===== config.mk =====
export PLATFORM = sky130hd
export DESIGN_NAME = tick_event_scheduler
export DESIGN_NICKNAME = d
export VERILOG_FILES = /design/src/design/tes_pkg.sv /design/src/design/tes_div.sv /design/src/design/tes_datapath.sv /design/src/design/tes_ctrl.sv /design/src/design/tick_event_scheduler.sv
export VERILOG_INCLUDE_DIRS = /design/src /design/src/design
export SDC_FILE = /design/constraint.sdc
export NUM_CORES = 2
export LEC_CHECK = 0
export ABC_AREA = 1
export BUFFER_PORTS_ARGS = -buffer_cell sky130_fd_sc_hd__buf_2
export CORE_MARGIN = 5
export CORE_UTILIZATION = 65
export CTS_CLUSTER_DIAMETER = 50
export CTS_CLUSTER_SIZE = 12
export DETAILED_ROUTE_END_ITERATION = 8
export PLACE_DENSITY = 0.86
export REMOVE_ABC_BUFFERS = 1
export SETUP_SLACK_MARGIN = 0.02
export SLEW_MARGIN = 5
export SYNTH_ARGS = -nofsm -noshare
export SYNTH_HDL_FRONTEND = slang
export SYNTH_SLANG_ARGS = --single-unit

===== constraint.sdc =====
create_clock -name i_clk -period 11 [get_ports i_clk]
set_input_delay 1.1 -clock i_clk [delete_from_list [all_inputs] [get_ports i_clk]]
set_output_delay 1.1 -clock i_clk [all_outputs]
set_load 0.03 [all_outputs]

===== src/design/tick_event_scheduler_macros.svh =====
// assertion macros for the tick event scheduler
`ifndef TICK_EVENT_SCHEDULER_MACROS_SVH
`define TICK_EVENT_SCHEDULER_MACROS_SVH
`ifndef SYNTHESIS
`define TES_ASSERT_IMPL(lbl, clk, rst_n, a, b) \
    lbl: assert property (@(posedge clk) disable iff (!rst_n) (a) |-> (b)) \
        else $error("tick event scheduler check failed");
`define TES_ASSERT_NEXT(lbl, clk, rst_n, a, b) \
    lbl: assert property (@(posedge clk) disable iff (!rst_n) (a) |=> (b)) \
        else $error("tick event scheduler check failed");
`else
`define TES_ASSERT_IMPL(lbl, clk, rst_n, a, b)
`define TES_ASSERT_NEXT(lbl, clk, rst_n, a, b)
`endif
`endif


===== src/design/tes_pkg.sv =====
// shared types and constants of the tick event scheduler
package tes_pkg;

    localparam int READY_DEPTH = 8;
    localparam int DELAY_DEPTH = 8;
    localparam int RQ_IDX_W = (READY_DEPTH > 1) ? $clog2(READY_DEPTH) : 1;
    localparam int RQ_CNT_W = $clog2(READY_DEPTH + 1);
    localparam int DL_IDX_W = (DELAY_DEPTH > 1) ? $clog2(DELAY_DEPTH) : 1;
    localparam int DL_CNT_W = $clog2(DELAY_DEPTH + 1);

    localparam int ACC_W     = 17;
    localparam int SACC_W    = 32;
    localparam int LEFT_W    = 28;
    localparam int BATCH_W   = 13;
    localparam int DIV_W     = 31;
    localparam int REM_W     = 7;
    localparam int PROD_W    = DIV_W + 32;
    localparam int DAY_W     = 17;
    localparam int CODE_W    = 8;
    localparam int PULSE_W   = 5;
    localparam int PHASE_W   = 4;
    localparam int CFG_IDX_W  = 1;
    localparam int CFG_DATA_W = 8;

    localparam logic [ACC_W-1:0]  ACC_MAX  = {ACC_W{1'b1}};
    localparam logic [SACC_W-1:0] SACC_MAX = {SACC_W{1'b1}};
    localparam logic [ACC_W-1:0]  HUND_MS  = 17'd10;
    localparam logic [ACC_W-1:0]  TENTH_MS = 17'd100;
    localparam logic [SACC_W-1:0] SEC_MS   = 32'd1000;
    localparam logic [REM_W-1:0]  DIV_TEN     = 7'd10;
    localparam logic [REM_W-1:0]  DIV_HUNDRED = 7'd100;
    localparam logic [31:0]       RECIP_TEN     = 32'hCCCC_CCCD;
    localparam logic [31:0]       RECIP_HUNDRED = 32'h51EB_851F;
    localparam int                SHIFT_TEN     = 35;
    localparam int                SHIFT_HUNDRED = 37;
    localparam logic [DAY_W-1:0]  DAY_LAST    = 17'd86399;
    localparam logic [PHASE_W-1:0] PHASE_LAST = 4'd9;

    localparam logic [1:0] MODE_POLL   = 2'd0;
    localparam logic [1:0] MODE_PUSH   = 2'd1;
    localparam logic [1:0] MODE_REMOVE = 2'd2;

    localparam logic [2:0] KIND_NONE  = 3'd0;
    localparam logic [2:0] KIND_HUND  = 3'd1;
    localparam logic [2:0] KIND_TENTH = 3'd2;
    localparam logic [2:0] KIND_SEC   = 3'd3;
    localparam logic [2:0] KIND_USER  = 3'd4;

    localparam logic [CFG_IDX_W-1:0] REG_PULSE = 1'b0;
    localparam logic [CFG_IDX_W-1:0] REG_DAY   = 1'b1;

    typedef enum logic [3:0] {
        S_IDLE, S_POLL, S_CHECK, S_HDIV, S_CD, S_TDIV, S_DAY, S_POP,
        S_DSTART, S_DROP, S_PUSH_DEC, S_PDIV, S_FIN
    } t_state;

    typedef enum logic [1:0] {C_CD, C_DAY, C_PUSH, C_REMOVE} t_ctx;
    typedef enum logic [1:0] {DIV_HUND, DIV_TENTH, DIV_DELAY} t_div_sel;
    typedef enum logic [1:0] {CODE_ITEM, CODE_DAY, CODE_ENTRY} t_code_sel;

    typedef struct packed {
        logic [1:0]  mode;
        logic [15:0] elapsed_ms;
        logic [7:0]  event_code;
        logic [30:0] delay_ms;
    } t_in_beat;

    typedef struct packed {
        logic [2:0]  event_kind;
        logic [7:0]  user_code;
        logic [12:0] tick_batch;
        logic        led_on;
        logic [31:0] seconds_count;
        logic        accepted;
    } t_out_beat;

    typedef struct packed {
        logic      load_item;
        logic      accum_add;
        logic      div_start;
        t_div_sel  div_sel;
        logic      apply_hund;
        logic      apply_tenth;
        logic      apply_sec;
        logic      pop_ready;
        logic      drop_start;
        t_code_sel code_sel;
        logic      drop_step;
        logic      drop_end;
        logic      sel_drop;
        logic      ready_push;
        logic      set_accept;
        logic      reject;
        logic      cd_step;
        logic      store_delay;
        logic      out_load;
    } t_dp_cmd;

    typedef struct packed {
        logic [1:0] mode;
        logic       e_nz;
        logic       h_ge;
        logic       t_ge;
        logic       s_ge;
        logic       day_hit;
        logic       ready_nz;
        logic       delay_full;
        logic       delay_zero;
        logic       div_busy;
        logic       drop_more;
        logic       cd_more;
        logic       cd_expired;
    } t_dp_stat;

endpackage


===== src/design/tes_div.sv =====
// divider by ten or one hundred through a reciprocal multiply: the product is registered, then quotient and remainder
module tes_div import tes_pkg::*; (
    input  logic             i_clk,
    input  logic             i_rst_n,
    input  logic             i_start,
    input  logic [DIV_W-1:0] i_dividend,
    input  logic [REM_W-1:0] i_divisor,
    output logic             o_busy,
    output logic [DIV_W-1:0] o_quot,
    output logic [REM_W-1:0] o_rem
);

    logic [1:0]        r_cnt;
    logic [DIV_W-1:0]  r_x;
    logic              r_hund;
    logic [PROD_W-1:0] r_prod;
    logic [DIV_W-1:0]  r_q;
    logic [REM_W-1:0]  r_rem;
    logic [31:0]       w_recip;
    logic [DIV_W-1:0]  w_q;
    logic [REM_W-1:0]  w_qd;

    assign w_recip = r_hund ? RECIP_HUNDRED : RECIP_TEN;
    assign w_q     = r_hund ? DIV_W'(r_prod >> SHIFT_HUNDRED) : DIV_W'(r_prod >> SHIFT_TEN);

    // low bits of quotient times divisor, enough for a remainder below 128
    assign w_qd = r_hund ? REM_W'({w_q[REM_W-1:0], 6'b0} + {w_q[REM_W-1:0], 5'b0}
                                  + {w_q[REM_W-1:0], 2'b0})
                         : REM_W'({w_q[REM_W-1:0], 3'b0} + {w_q[REM_W-1:0], 1'b0});

    always_ff @(posedge i_clk) begin
        if (!i_rst_n) begin
            r_cnt <= '0;
        end else if (i_start) begin
            r_cnt <= 2'd2;
        end else if (r_cnt != '0) begin
            r_cnt <= r_cnt - 1'b1;
        end
    end

    always_ff @(posedge i_clk) begin
        if (i_start) begin
            r_x    <= i_dividend;
            r_hund <= i_divisor == DIV_HUNDRED;
        end
        if (r_cnt == 2'd2) begin
            r_prod <= PROD_W'(r_x) * PROD_W'(w_recip);
        end
        if (r_cnt == 2'd1) begin
            r_q   <= w_q;
            r_rem <= r_x[REM_W-1:0] - w_qd;
        end
    end

    assign o_busy = r_cnt != '0;
    assign o_quot = r_q;
    assign o_rem  = r_rem;

endmodule


===== src/design/tes_datapath.sv =====
// scheduler datapath: accumulators, counters, immediate queue and delayed table
module tes_datapath import tes_pkg::*; (
    input  logic                  i_clk,
    input  logic                  i_rst_n,
    input  t_in_beat              i_in_beat,
    input  logic                  i_cfg_we,
    input  logic [CFG_IDX_W-1:0]  i_cfg_idx,
    input  logic [CFG_DATA_W-1:0] i_cfg_data,
    input  t_dp_cmd               i_cmd,
    output t_dp_stat              o_stat,
    output t_out_beat             o_result
);

    logic [PULSE_W-1:0] r_pulse;
    logic [CODE_W-1:0]  r_day_code;
    logic [1:0]         r_mode;
    logic [15:0]        r_elapsed;
    logic [CODE_W-1:0]  r_code;
    logic [30:0]        r_delay;

    logic [ACC_W-1:0]   r_h_acc;
    logic [ACC_W-1:0]   r_t_acc;
    logic [SACC_W-1:0]  r_s_acc;
    logic [PHASE_W-1:0] r_phase;
    logic [31:0]        r_seconds;
    logic               r_led;
    logic [DAY_W-1:0]   r_day_cnt;

    logic [2:0]         r_kind;
    logic [CODE_W-1:0]  r_ucode;
    logic [BATCH_W-1:0] r_batch;
    logic               r_accept;

    logic [CODE_W-1:0]  r_rq [READY_DEPTH];
    logic [RQ_CNT_W-1:0] r_rcount;
    logic [CODE_W-1:0]  r_dcodes [DELAY_DEPTH];
    logic [LEFT_W-1:0]  r_dleft [DELAY_DEPTH];
    logic [DL_CNT_W-1:0] r_dcount;
    logic [DL_CNT_W-1:0] r_rd;
    logic [DL_CNT_W-1:0] r_wr;
    logic [DL_CNT_W-1:0] r_ci;
    logic [CODE_W-1:0]  r_drop_code;

    logic [ACC_W:0]     w_h_sum;
    logic [ACC_W:0]     w_t_sum;
    logic [SACC_W:0]    w_s_sum;
    logic [ACC_W-1:0]   n_h_acc;
    logic [ACC_W-1:0]   n_t_acc;
    logic [SACC_W-1:0]  n_s_acc;
    logic [DL_IDX_W-1:0] w_addr;
    logic [CODE_W-1:0]  w_ent_code;
    logic [LEFT_W-1:0]  w_ent_left;
    logic [CODE_W-1:0]  w_sel_code;
    logic [DIV_W-1:0]   w_dividend;
    logic [REM_W-1:0]   w_divisor;
    logic               w_busy;
    logic [DIV_W-1:0]   w_quot;
    logic [REM_W-1:0]   w_rem;
    logic [31:0]        w_sec_next;
    logic [PHASE_W-1:0] w_phase_next;
    logic [LEFT_W-1:0]  w_h_left;
    logic               w_rq_room;
    logic               w_keep;

    assign w_h_sum = {1'b0, r_h_acc} + (ACC_W+1)'(r_elapsed);
    assign w_t_sum = {1'b0, r_t_acc} + (ACC_W+1)'(r_elapsed);
    assign w_s_sum = {1'b0, r_s_acc} + (SACC_W+1)'(r_elapsed);
    assign n_h_acc = w_h_sum[ACC_W] ? ACC_MAX : w_h_sum[ACC_W-1:0];
    assign n_t_acc = w_t_sum[ACC_W] ? ACC_MAX : w_t_sum[ACC_W-1:0];
    assign n_s_acc = w_s_sum[SACC_W] ? SACC_MAX : w_s_sum[SACC_W-1:0];

    assign w_addr     = i_cmd.sel_drop ? r_rd[DL_IDX_W-1:0] : r_ci[DL_IDX_W-1:0];
    assign w_ent_code = r_dcodes[w_addr];
    assign w_ent_left = r_dleft[w_addr];
    assign w_keep     = w_ent_code != r_drop_code;

    always_comb begin
        case (i_cmd.code_sel)
            CODE_ITEM:  w_sel_code = r_code;
            CODE_DAY:   w_sel_code = r_day_code;
            CODE_ENTRY: w_sel_code = w_ent_code;
            default:    w_sel_code = r_code;
        endcase
    end

    always_comb begin
        case (i_cmd.div_sel)
            DIV_HUND: begin
                w_dividend = DIV_W'(r_h_acc);
                w_divisor  = DIV_TEN;
            end
            DIV_TENTH: begin
                w_dividend = DIV_W'(r_t_acc);
                w_divisor  = DIV_HUNDRED;
            end
            default: begin
                w_dividend = r_delay;
                w_divisor  = DIV_TEN;
            end
        endcase
    end

    tes_div u_div (
        .i_clk      (i_clk),
        .i_rst_n    (i_rst_n),
        .i_start    (i_cmd.div_start),
        .i_dividend (w_dividend),
        .i_divisor  (w_divisor),
        .o_busy     (w_busy),
        .o_quot     (w_quot),
        .o_rem      (w_rem)
    );

    assign w_sec_next   = r_seconds + 32'd1;
    assign w_phase_next = (r_phase >= PHASE_LAST) ? '0 : r_phase + 1'b1;
    assign w_h_left     = (w_quot[LEFT_W-1:0] == '0) ? LEFT_W'(1) : w_quot[LEFT_W-1:0];
    assign w_rq_room    = r_rcount < RQ_CNT_W'(READY_DEPTH);

    always_ff @(posedge i_clk) begin
        if (!i_rst_n) begin
            r_pulse    <= '0;
            r_day_code <= '1;
            r_h_acc    <= '0;
            r_t_acc    <= '0;
            r_s_acc    <= '0;
            r_phase    <= '0;
            r_seconds  <= '0;
            r_led      <= 1'b0;
            r_day_cnt  <= '0;
            r_rcount   <= '0;
            r_dcount   <= '0;
            r_rd       <= '0;
            r_wr       <= '0;
            r_ci       <= '0;
        end else begin
            if (i_cfg_we) begin
                case (i_cfg_idx)
                    REG_PULSE: r_pulse    <= i_cfg_data[PULSE_W-1:0];
                    REG_DAY:   r_day_code <= i_cfg_data[CODE_W-1:0];
                    default: ;
                endcase
            end
            if (i_cmd.accum_add) begin
                r_h_acc <= n_h_acc;
                r_t_acc <= n_t_acc;
                r_s_acc <= n_s_acc;
            end
            if (i_cmd.apply_hund) begin
                r_h_acc <= ACC_W'(w_rem);
                r_ci    <= '0;
            end
            if (i_cmd.apply_tenth) begin
                r_phase <= w_phase_next;
                r_t_acc <= ACC_W'(w_rem);
                if ({1'b0, w_phase_next} >= r_pulse) begin
                    r_led <= 1'b0;
                end
            end
            if (i_cmd.apply_sec) begin
                r_s_acc   <= r_s_acc - SEC_MS;
                r_seconds <= w_sec_next;
                if (r_pulse != '0) begin
                    r_led <= 1'b1;
                end
                if (w_sec_next == '0 || r_day_cnt == DAY_LAST) begin
                    r_day_cnt <= '0;
                end else begin
                    r_day_cnt <= r_day_cnt + 1'b1;
                end
            end
            if (i_cmd.pop_ready) begin
                r_rcount <= r_rcount - 1'b1;
            end
            if (i_cmd.drop_start) begin
                r_rd <= '0;
                r_wr <= '0;
            end
            if (i_cmd.drop_step) begin
                r_rd <= r_rd + 1'b1;
                if (w_keep) begin
                    r_wr <= r_wr + 1'b1;
                end
            end
            if (i_cmd.drop_end) begin
                r_dcount <= r_wr;
            end
            if (i_cmd.ready_push && w_rq_room) begin
                r_rcount <= r_rcount + 1'b1;
            end
            if (i_cmd.cd_step) begin
                r_ci <= r_ci + 1'b1;
            end
            if (i_cmd.store_delay) begin
                r_dcount <= r_dcount + 1'b1;
            end
        end
    end

    always_ff @(posedge i_clk) begin
        if (i_cmd.load_item) begin
            r_mode    <= i_in_beat.mode;
            r_elapsed <= i_in_beat.elapsed_ms;
            r_code    <= i_in_beat.event_code;
            r_delay   <= i_in_beat.delay_ms;
            r_kind    <= KIND_NONE;
            r_ucode   <= '0;
            r_batch   <= '0;
            r_accept  <= 1'b1;
        end
        if (i_cmd.apply_hund) begin
            r_kind  <= KIND_HUND;
            r_batch <= w_quot[BATCH_W-1:0];
        end
        if (i_cmd.apply_tenth) begin
            r_kind  <= KIND_TENTH;
            r_batch <= w_quot[BATCH_W-1:0];
        end
        if (i_cmd.apply_sec) begin
            r_kind  <= KIND_SEC;
            r_batch <= BATCH_W'(1);
        end
        if (i_cmd.pop_ready) begin
            r_kind  <= KIND_USER;
            r_ucode <= r_rq[0];
            for (int i = 0; i < READY_DEPTH - 1; i++) begin
                r_rq[i] <= r_rq[i+1];
            end
        end
        if (i_cmd.drop_start) begin
            r_drop_code <= w_sel_code;
        end
        if (i_cmd.drop_step && w_keep) begin
            r_dcodes[r_wr[DL_IDX_W-1:0]] <= w_ent_code;
            r_dleft[r_wr[DL_IDX_W-1:0]]  <= w_ent_left;
        end
        if (i_cmd.ready_push) begin
            if (w_rq_room) begin
                r_rq[r_rcount[RQ_IDX_W-1:0]] <= r_drop_code;
            end
            if (i_cmd.set_accept) begin
                r_accept <= w_rq_room;
            end
        end
        if (i_cmd.reject) begin
            r_accept <= 1'b0;
        end
        if (i_cmd.cd_step) begin
            r_dleft[w_addr] <= w_ent_left - LEFT_W'(r_batch);
        end
        if (i_cmd.store_delay) begin
            r_dcodes[r_dcount[DL_IDX_W-1:0]] <= r_code;
            r_dleft[r_dcount[DL_IDX_W-1:0]]  <= w_h_left;
        end
    end

    always_comb begin
        o_stat.mode       = r_mode;
        o_stat.e_nz       = r_elapsed != '0;
        o_stat.h_ge       = r_h_acc >= HUND_MS;
        o_stat.t_ge       = r_t_acc >= TENTH_MS;
        o_stat.s_ge       = r_s_acc >= SEC_MS;
        o_stat.day_hit    = r_day_cnt == '0;
        o_stat.ready_nz   = r_rcount != '0;
        o_stat.delay_full = r_dcount >= DL_CNT_W'(DELAY_DEPTH);
        o_stat.delay_zero = r_delay == '0;
        o_stat.div_busy   = w_busy;
        o_stat.drop_more  = r_rd < r_dcount;
        o_stat.cd_more    = r_ci < r_dcount;
        o_stat.cd_expired = w_ent_left <= LEFT_W'(r_batch);
    end

    always_comb begin
        o_result.event_kind    = r_kind;
        o_result.user_code     = r_ucode;
        o_result.tick_batch    = r_batch;
        o_result.led_on        = r_led;
        o_result.seconds_count = r_seconds;
        o_result.accepted      = r_accept;
    end

endmodule


===== src/design/tes_ctrl.sv =====
// scheduler controller: sequences poll, push and remove over the datapath
module tes_ctrl import tes_pkg::*; (
    input  logic       i_clk,
    input  logic       i_rst_n,
    input  logic       i_in_valid,
    input  logic [1:0] i_in_mode,
    input  logic       i_out_free,
    input  t_dp_stat   i_stat,
    output t_dp_cmd    o_cmd,
    output logic       o_in_stall
);

    t_state r_state, n_state;
    t_ctx   r_ctx, n_ctx;

    always_ff @(posedge i_clk) begin
        if (!i_rst_n) begin
            r_state <= S_IDLE;
            r_ctx   <= C_REMOVE;
        end else begin
            r_state <= n_state;
            r_ctx   <= n_ctx;
        end
    end

    always_comb begin
        n_state = r_state;
        n_ctx   = r_ctx;
        case (r_state)
            S_IDLE: begin
                if (i_in_valid) begin
                    case (i_in_mode)
                        MODE_POLL:   n_state = S_POLL;
                        MODE_PUSH:   n_state = S_DSTART;
                        MODE_REMOVE: n_state = S_DSTART;
                        default:     n_state = S_FIN;
                    endcase
                end
            end
            S_POLL: n_state = i_stat.e_nz ? S_CHECK : S_POP;
            S_CHECK: begin
                if (i_stat.h_ge) begin
                    n_state = S_HDIV;
                end else if (i_stat.t_ge) begin
                    n_state = S_TDIV;
                end else if (i_stat.s_ge) begin
                    n_state = S_DAY;
                end else begin
                    n_state = S_POP;
                end
            end
            S_HDIV: if (!i_stat.div_busy) n_state = S_CD;
            S_TDIV: if (!i_stat.div_busy) n_state = S_FIN;
            S_CD: begin
                if (!i_stat.cd_more) begin
                    n_state = S_FIN;
                end else if (i_stat.cd_expired) begin
                    n_state = S_DROP;
                    n_ctx   = C_CD;
                end
            end
            S_DAY: begin
                if (i_stat.day_hit) begin
                    n_state = S_DROP;
                    n_ctx   = C_DAY;
                end else begin
                    n_state = S_FIN;
                end
            end
            S_POP: n_state = S_FIN;
            S_DSTART: begin
                n_state = S_DROP;
                n_ctx   = (i_stat.mode == MODE_PUSH) ? C_PUSH : C_REMOVE;
            end
            S_DROP: begin
                if (!i_stat.drop_more) begin
                    case (r_ctx)
                        C_CD:    n_state = S_CD;
                        C_PUSH:  n_state = S_PUSH_DEC;
                        default: n_state = S_FIN;
                    endcase
                end
            end
            S_PUSH_DEC: begin
                if (i_stat.delay_zero || i_stat.delay_full) begin
                    n_state = S_FIN;
                end else begin
                    n_state = S_PDIV;
                end
            end
            S_PDIV: if (!i_stat.div_busy) n_state = S_FIN;
            S_FIN: if (i_out_free) n_state = S_IDLE;
            default: n_state = S_IDLE;
        endcase
    end

    always_comb begin
        o_cmd = '0;
        case (r_state)
            S_IDLE: o_cmd.load_item = i_in_valid;
            S_POLL: o_cmd.accum_add = i_stat.e_nz;
            S_CHECK: begin
                if (i_stat.h_ge) begin
                    o_cmd.div_start = 1'b1;
                    o_cmd.div_sel   = DIV_HUND;
                end else if (i_stat.t_ge) begin
                    o_cmd.div_start = 1'b1;
                    o_cmd.div_sel   = DIV_TENTH;
                end else if (i_stat.s_ge) begin
                    o_cmd.apply_sec = 1'b1;
                end
            end
            S_HDIV: o_cmd.apply_hund = !i_stat.div_busy;
            S_TDIV: o_cmd.apply_tenth = !i_stat.div_busy;
            S_CD: begin
                if (i_stat.cd_more) begin
                    if (i_stat.cd_expired) begin
                        o_cmd.drop_start = 1'b1;
                        o_cmd.code_sel   = CODE_ENTRY;
                    end else begin
                        o_cmd.cd_step = 1'b1;
                    end
                end
            end
            S_DAY: begin
                o_cmd.drop_start = i_stat.day_hit;
                o_cmd.code_sel   = CODE_DAY;
            end
            S_POP: o_cmd.pop_ready = i_stat.ready_nz;
            S_DSTART: begin
                o_cmd.drop_start = 1'b1;
                o_cmd.code_sel   = CODE_ITEM;
            end
            S_DROP: begin
                o_cmd.sel_drop = 1'b1;
                if (i_stat.drop_more) begin
                    o_cmd.drop_step = 1'b1;
                end else begin
                    o_cmd.drop_end   = 1'b1;
                    o_cmd.ready_push = (r_ctx == C_CD) || (r_ctx == C_DAY);
                end
            end
            S_PUSH_DEC: begin
                if (i_stat.delay_zero) begin
                    o_cmd.ready_push = 1'b1;
                    o_cmd.set_accept = 1'b1;
                end else if (i_stat.delay_full) begin
                    o_cmd.reject = 1'b1;
                end else begin
                    o_cmd.div_start = 1'b1;
                    o_cmd.div_sel   = DIV_DELAY;
                end
            end
            S_PDIV: begin
                o_cmd.div_sel     = DIV_DELAY;
                o_cmd.store_delay = !i_stat.div_busy;
            end
            S_FIN: o_cmd.out_load = i_out_free;
            default: ;
        endcase
    end

    assign o_in_stall = r_state != S_IDLE;

endmodule


===== src/design/tick_event_scheduler.sv =====
// top level of the tick event scheduler with its output register
//
//  channel  direction  handshake                 payload
//  in       input      i_in_valid / o_in_stall   i_in_beat  (t_in_beat)
//  out      output     o_out_valid / i_out_stall o_out_beat (t_out_beat)
//  cfg      input      i_cfg_we                  i_cfg_idx, i_cfg_data
//
// one beat at a time; a hundredth tick counts down the n delayed entries and drops each
// expired one, a second tick on a day boundary drops the day code, a remove and a push
// walk the n entries, a delayed push also divides its delay, and mode 3 goes straight
// to the result; each divide by ten or a hundred is a reciprocal multiply.
// synchronous active-low reset clears counters, queue levels and the output valid flag.
// a beat is taken while a result still waits in the output register; the block only
// holds at the end of the next beat until that register drains.
`include "tick_event_scheduler_macros.svh"
module tick_event_scheduler import tes_pkg::*; (
    input  logic                  i_clk,
    input  logic                  i_rst_n,
    input  logic                  i_in_valid,
    output logic                  o_in_stall,
    input  t_in_beat              i_in_beat,
    output logic                  o_out_valid,
    input  logic                  i_out_stall,
    output t_out_beat             o_out_beat,
    input  logic                  i_cfg_we,
    input  logic [CFG_IDX_W-1:0]  i_cfg_idx,
    input  logic [CFG_DATA_W-1:0] i_cfg_data
);

    t_dp_cmd   w_cmd;
    t_dp_stat  w_stat;
    t_out_beat w_result;
    logic      w_out_free;
    logic      r_out_valid;
    t_out_beat r_out_beat;

    assign w_out_free = !r_out_valid || !i_out_stall;

    tes_ctrl u_ctrl (
        .i_clk      (i_clk),
        .i_rst_n    (i_rst_n),
        .i_in_valid (i_in_valid),
        .i_in_mode  (i_in_beat.mode),
        .i_out_free (w_out_free),
        .i_stat     (w_stat),
        .o_cmd      (w_cmd),
        .o_in_stall (o_in_stall)
    );

    tes_datapath u_dp (
        .i_clk      (i_clk),
        .i_rst_n    (i_rst_n),
        .i_in_beat  (i_in_beat),
        .i_cfg_we   (i_cfg_we),
        .i_cfg_idx  (i_cfg_idx),
        .i_cfg_data (i_cfg_data),
        .i_cmd      (w_cmd),
        .o_stat     (w_stat),
        .o_result   (w_result)
    );

    always_ff @(posedge i_clk) begin
        if (!i_rst_n) begin
            r_out_valid <= 1'b0;
        end else if (w_cmd.out_load) begin
            r_out_valid <= 1'b1;
        end else if (!i_out_stall) begin
            r_out_valid <= 1'b0;
        end
    end

    always_ff @(posedge i_clk) begin
        if (w_cmd.out_load) begin
            r_out_beat <= w_result;
        end
    end

    assign o_out_valid = r_out_valid;
    assign o_out_beat  = r_out_beat;

    `TES_ASSERT_NEXT(a_busy_after_accept, i_clk, i_rst_n, i_in_valid && !o_in_stall, o_in_stall)
    `TES_ASSERT_IMPL(a_no_overwrite, i_clk, i_rst_n, w_cmd.out_load, w_out_free)
    `TES_ASSERT_NEXT(a_load_shows, i_clk, i_rst_n, w_cmd.out_load, o_out_valid)

endmodule

==> summary.txt <==
Outcome
  – Outcome: completed

Place
  – Port-buffer cells: 130
  – Pre-CTS WS: around 2.2 ns
  – Gpl congestion: 1.044
  – Post-DP HPWL: approximately 130000 µm

Clock tree
  – Clock Root Buffer: clkbuf_16
  – Hold Buf Count CTS: 0
  – Worst-path clk slew: roughly 0.060 ns
  – Clock buffer depth: 3
  – CTS buffer count: 84
  – Clk_lat worst skew: approximately 0.69 ns
  – Setup repair bufs after CTS: 0
  – Post_cts resized: 0
  – H-Tree Depth: 3
  – Clk sink count: 757
  – CTS tree: yes

Routing
  – Final ANT Viol Nets: 0
  – First-pass iteration count of the detailed router: 8
  – DR vias/cell: 5.862
  – Drt wl/cell: 20.90 µm
  – Via count: 45774
  – Drt total wl: 163200 µm
  – DRC viols: 0
  – Iter 0 DRT Violations: between 4000 and 5000

Worst hold path
  – Hold Startpoint: u_dp.r_ucode[0]
  – Hold path depth: 0
  – Hold Path Class: flip-flop to flip-flop

Cells and area
  – Commonest non-fill, non-tap cell in the layout: inv_1
  – Area Growth Syn to Fin: 7.620%
  – Fin util: 0.7047
  – Most frequent cells in the layout: inv_1, nand2_1, edfxtp_1
  – # nets final: 7636
  – Share of layout cells above drive strength 1: 0.05385

Worst setup path
  – Register-to-register setup slack: 1.98 ns
  – Top cell by count, worst path: fa_1
  – Req. time, crit path: 11.36 ns
  – CP arrival: 9.38 ns
  – Crit Path Max Fanout: between 50 and 60
  – Startpoint types: flip-flop
  – Crit Path Class: flip-flop to flip-flop
  – R2R Path Start: u_dp.u_div.r_hund
  – Critical path origin: u_dp.u_div.r_hund
  – Crit end category: flip-flop
  – Slowest stage cell, crit path: buf_4
  – Max incr delay on CP: 0.58 ns
  – Worst Reg2Reg Path Length in Cells: 29

Timing
  – Relative slew margins: 0.1684
  – Setup Skew: 0.06198 ns
  – Setup TNS: 0 ns
  – Final hold slack: 0.4170 ns
  – RSZ-0062 raised after global routing: no
  – Max-slew violations: 0
  – Max Freq: 110.9 MHz
  – Measured slew at the worst slew-check pin: ~1.2 ns
  – Final Worst Setup Slack: 1.983 ns
  – Final hold vios: 0
  – Tmin final: 9.017 ns
  – Final setup fails: 0
  – Tcrit/Tclk final: 0.8198

Synth
  – Top FF cell, synth: edfxtp_1
  – Post-synth design cell area: just under 60000 µm²
  – Yosys cell types: 54
  – Post-synth ARST share: 0
  – Cells after synthesis: approximately 6400
  – Sequential area share after synthesis: 0.3558
  – Yosys reg bits: 757
  – Yosys warnings: 0
  – Top-area cell type share of the netlist area: 0.2949
  – Top cell type by total area after synthesis: edfxtp_1
  – Post-Syn Area per Cell: 9.127 µm²
  – Post-synth EDFFs: 578
  – Synth top area cells: edfxtp_1, fa_1, ha_1, inv_1, nand2_1

Global routing
  – GRT Util Overall: 0.3343
  – Grt ovf: 0
  – Vias in the first global route: 45901
  – Largest net degree at the start of global routing: 89
  – First-pass GRT wire length: around 250000 µm
  – Initial antenna violation count: 4

Floorplanning
  – Row cnt: 110
  – Die Y: 310.9 µm
  – Core box area: between 80000 and 90000 µm²
  – Die W: 310.9 µm
  – Boundary Pins: 131
  – Starting density of the core: 0.6548
  – Die ar.: 96660 µm²

Flow run
  – Max Cap Viol: 0
-- worst paths after layout --
check / endpoint
hold / removal: o_out_beat[47]
setup / recovery: u_dp.u_div.r_prod[62]
setup reg to reg: u_dp.u_div.r_prod[62]
hold reg to reg: o_out_beat[47]
-- critical path: cells and delay by family (launching register included) --
kind            cells  cell delay (ns)
flops               1             0.32
simple gates        4             1.00
compound gates      7             1.43
fa+ha+maj           9             4.27
buf+inv             8             1.42
xor+xnor            1             0.17
-- sequential cells by signal (all words and copies together), names as in the netlist, 17 cells and up --
| register | cells |
|---|---|
| u_dp.u_div.r_x | 31 |
| u_dp.r_s_acc | 32 |
| u_dp.r_dcodes | 64 |
| u_dp.u_div.r_prod | 28 |
| u_dp.r_dleft | 224 |
| u_dp.r_delay | 31 |
| u_dp.r_t_acc | 17 |
| o_out_beat | 58 |
| u_dp.r_seconds | 32 |
| u_dp.u_div.o_quot | 28 |
| u_dp.r_h_acc | 17 |
| u_dp.r_day_cnt | 17 |
| u_dp.r_rq | 64 |
-- metal layers --
| metal | share of wire | global-route usage | wire (µm) | up-vias |
|---|---|---|---|---|
| li1 | - | - | - | 21003 |
| met1 | 0.39 | 0.4466 | 64180 | 22079 |
| met2 | 0.47 | 0.5462 | 76550 | 2286 |
| met3 | 0.092 | 0.06400 | 14970 | 406 |
| met4 | 0.046 | 0.1327 | 7481 | 0 |
| met5 | 0 | 0 | 0 | - |
-- synth_stat cells (12+ instances only) --
| cell type | instances |
|---|---|
| nand3_1 | 240 |
| xor2_1 | 125 |
| a21oi_1 | 303 |
| o21ai_1 | 33 |
| xnor2_1 | 44 |
| o22ai_1 | 32 |
| or2_2 | 25 |
| o21bai_1 | 15 |
| o21a_1 | 15 |
| buf_1 | 12 |
| o31ai_1 | 21 |
| clkbuf_1 | 96 |
| buf_2 | 23 |
| nand2_1 | 1112 |
| ha_1 | 465 |
| nand2_2 | 13 |
| inv_1 | 1329 |
| nand3b_1 | 49 |
| dfxtp_1 | 179 |
| o21ai_0 | 306 |
| a31oi_1 | 39 |
| a21boi_0 | 13 |
| a22oi_1 | 35 |
| nor3_1 | 58 |
| nor2_1 | 512 |
| nand4_1 | 50 |
| o221ai_1 | 16 |
| edfxtp_1 | 578 |
| o211ai_1 | 39 |
| nor4_1 | 40 |
| fa_1 | 539 |
-- kinds of logic after synthesis --
| group | share of synthesized area |
|---|---|
| AND/OR/NAND/NOR | 0.1517 |
| buffers and inverters | 0.09774 |
| adder cells (fa/ha/maj) | 0.2822 |
| AO/OA/AOI/OAI | 0.08711 |
| flip-flops | 0.3558 |
| XOR/XNOR | 0.02515 |
| other | 0.0001276 |
| multiplexers | 0.0001701 |
-- layout make-up --
cell class / instances / area [µm²]
diodes: 4 / 10.01
repair buffers: 159 / 868.3
fillers: 6551 / 26540
flip-flops and latches: 757 / 20940
well taps: 1176 / 1471
multi-input cells: 4214 / 32310
inverters: 1345 / 5051
clock inverters: 28 / 387.9
clock buffers: 126 / 2290
-- metrics by stage --
step / cell area, µm² / std cells
2_1_floorplan: 58220 / 6316
3_3_place_gp: 60650 / 7651
3_5_place_dp: 60650 / 7651
4_1_cts: 63320 / 7805
5_1_grt: 63330 / 7809
6_report: 63330 / 7809
Power is not shown: default switching activity piles up to over one toggle a cycle in this logic, so the estimate is an artifact.
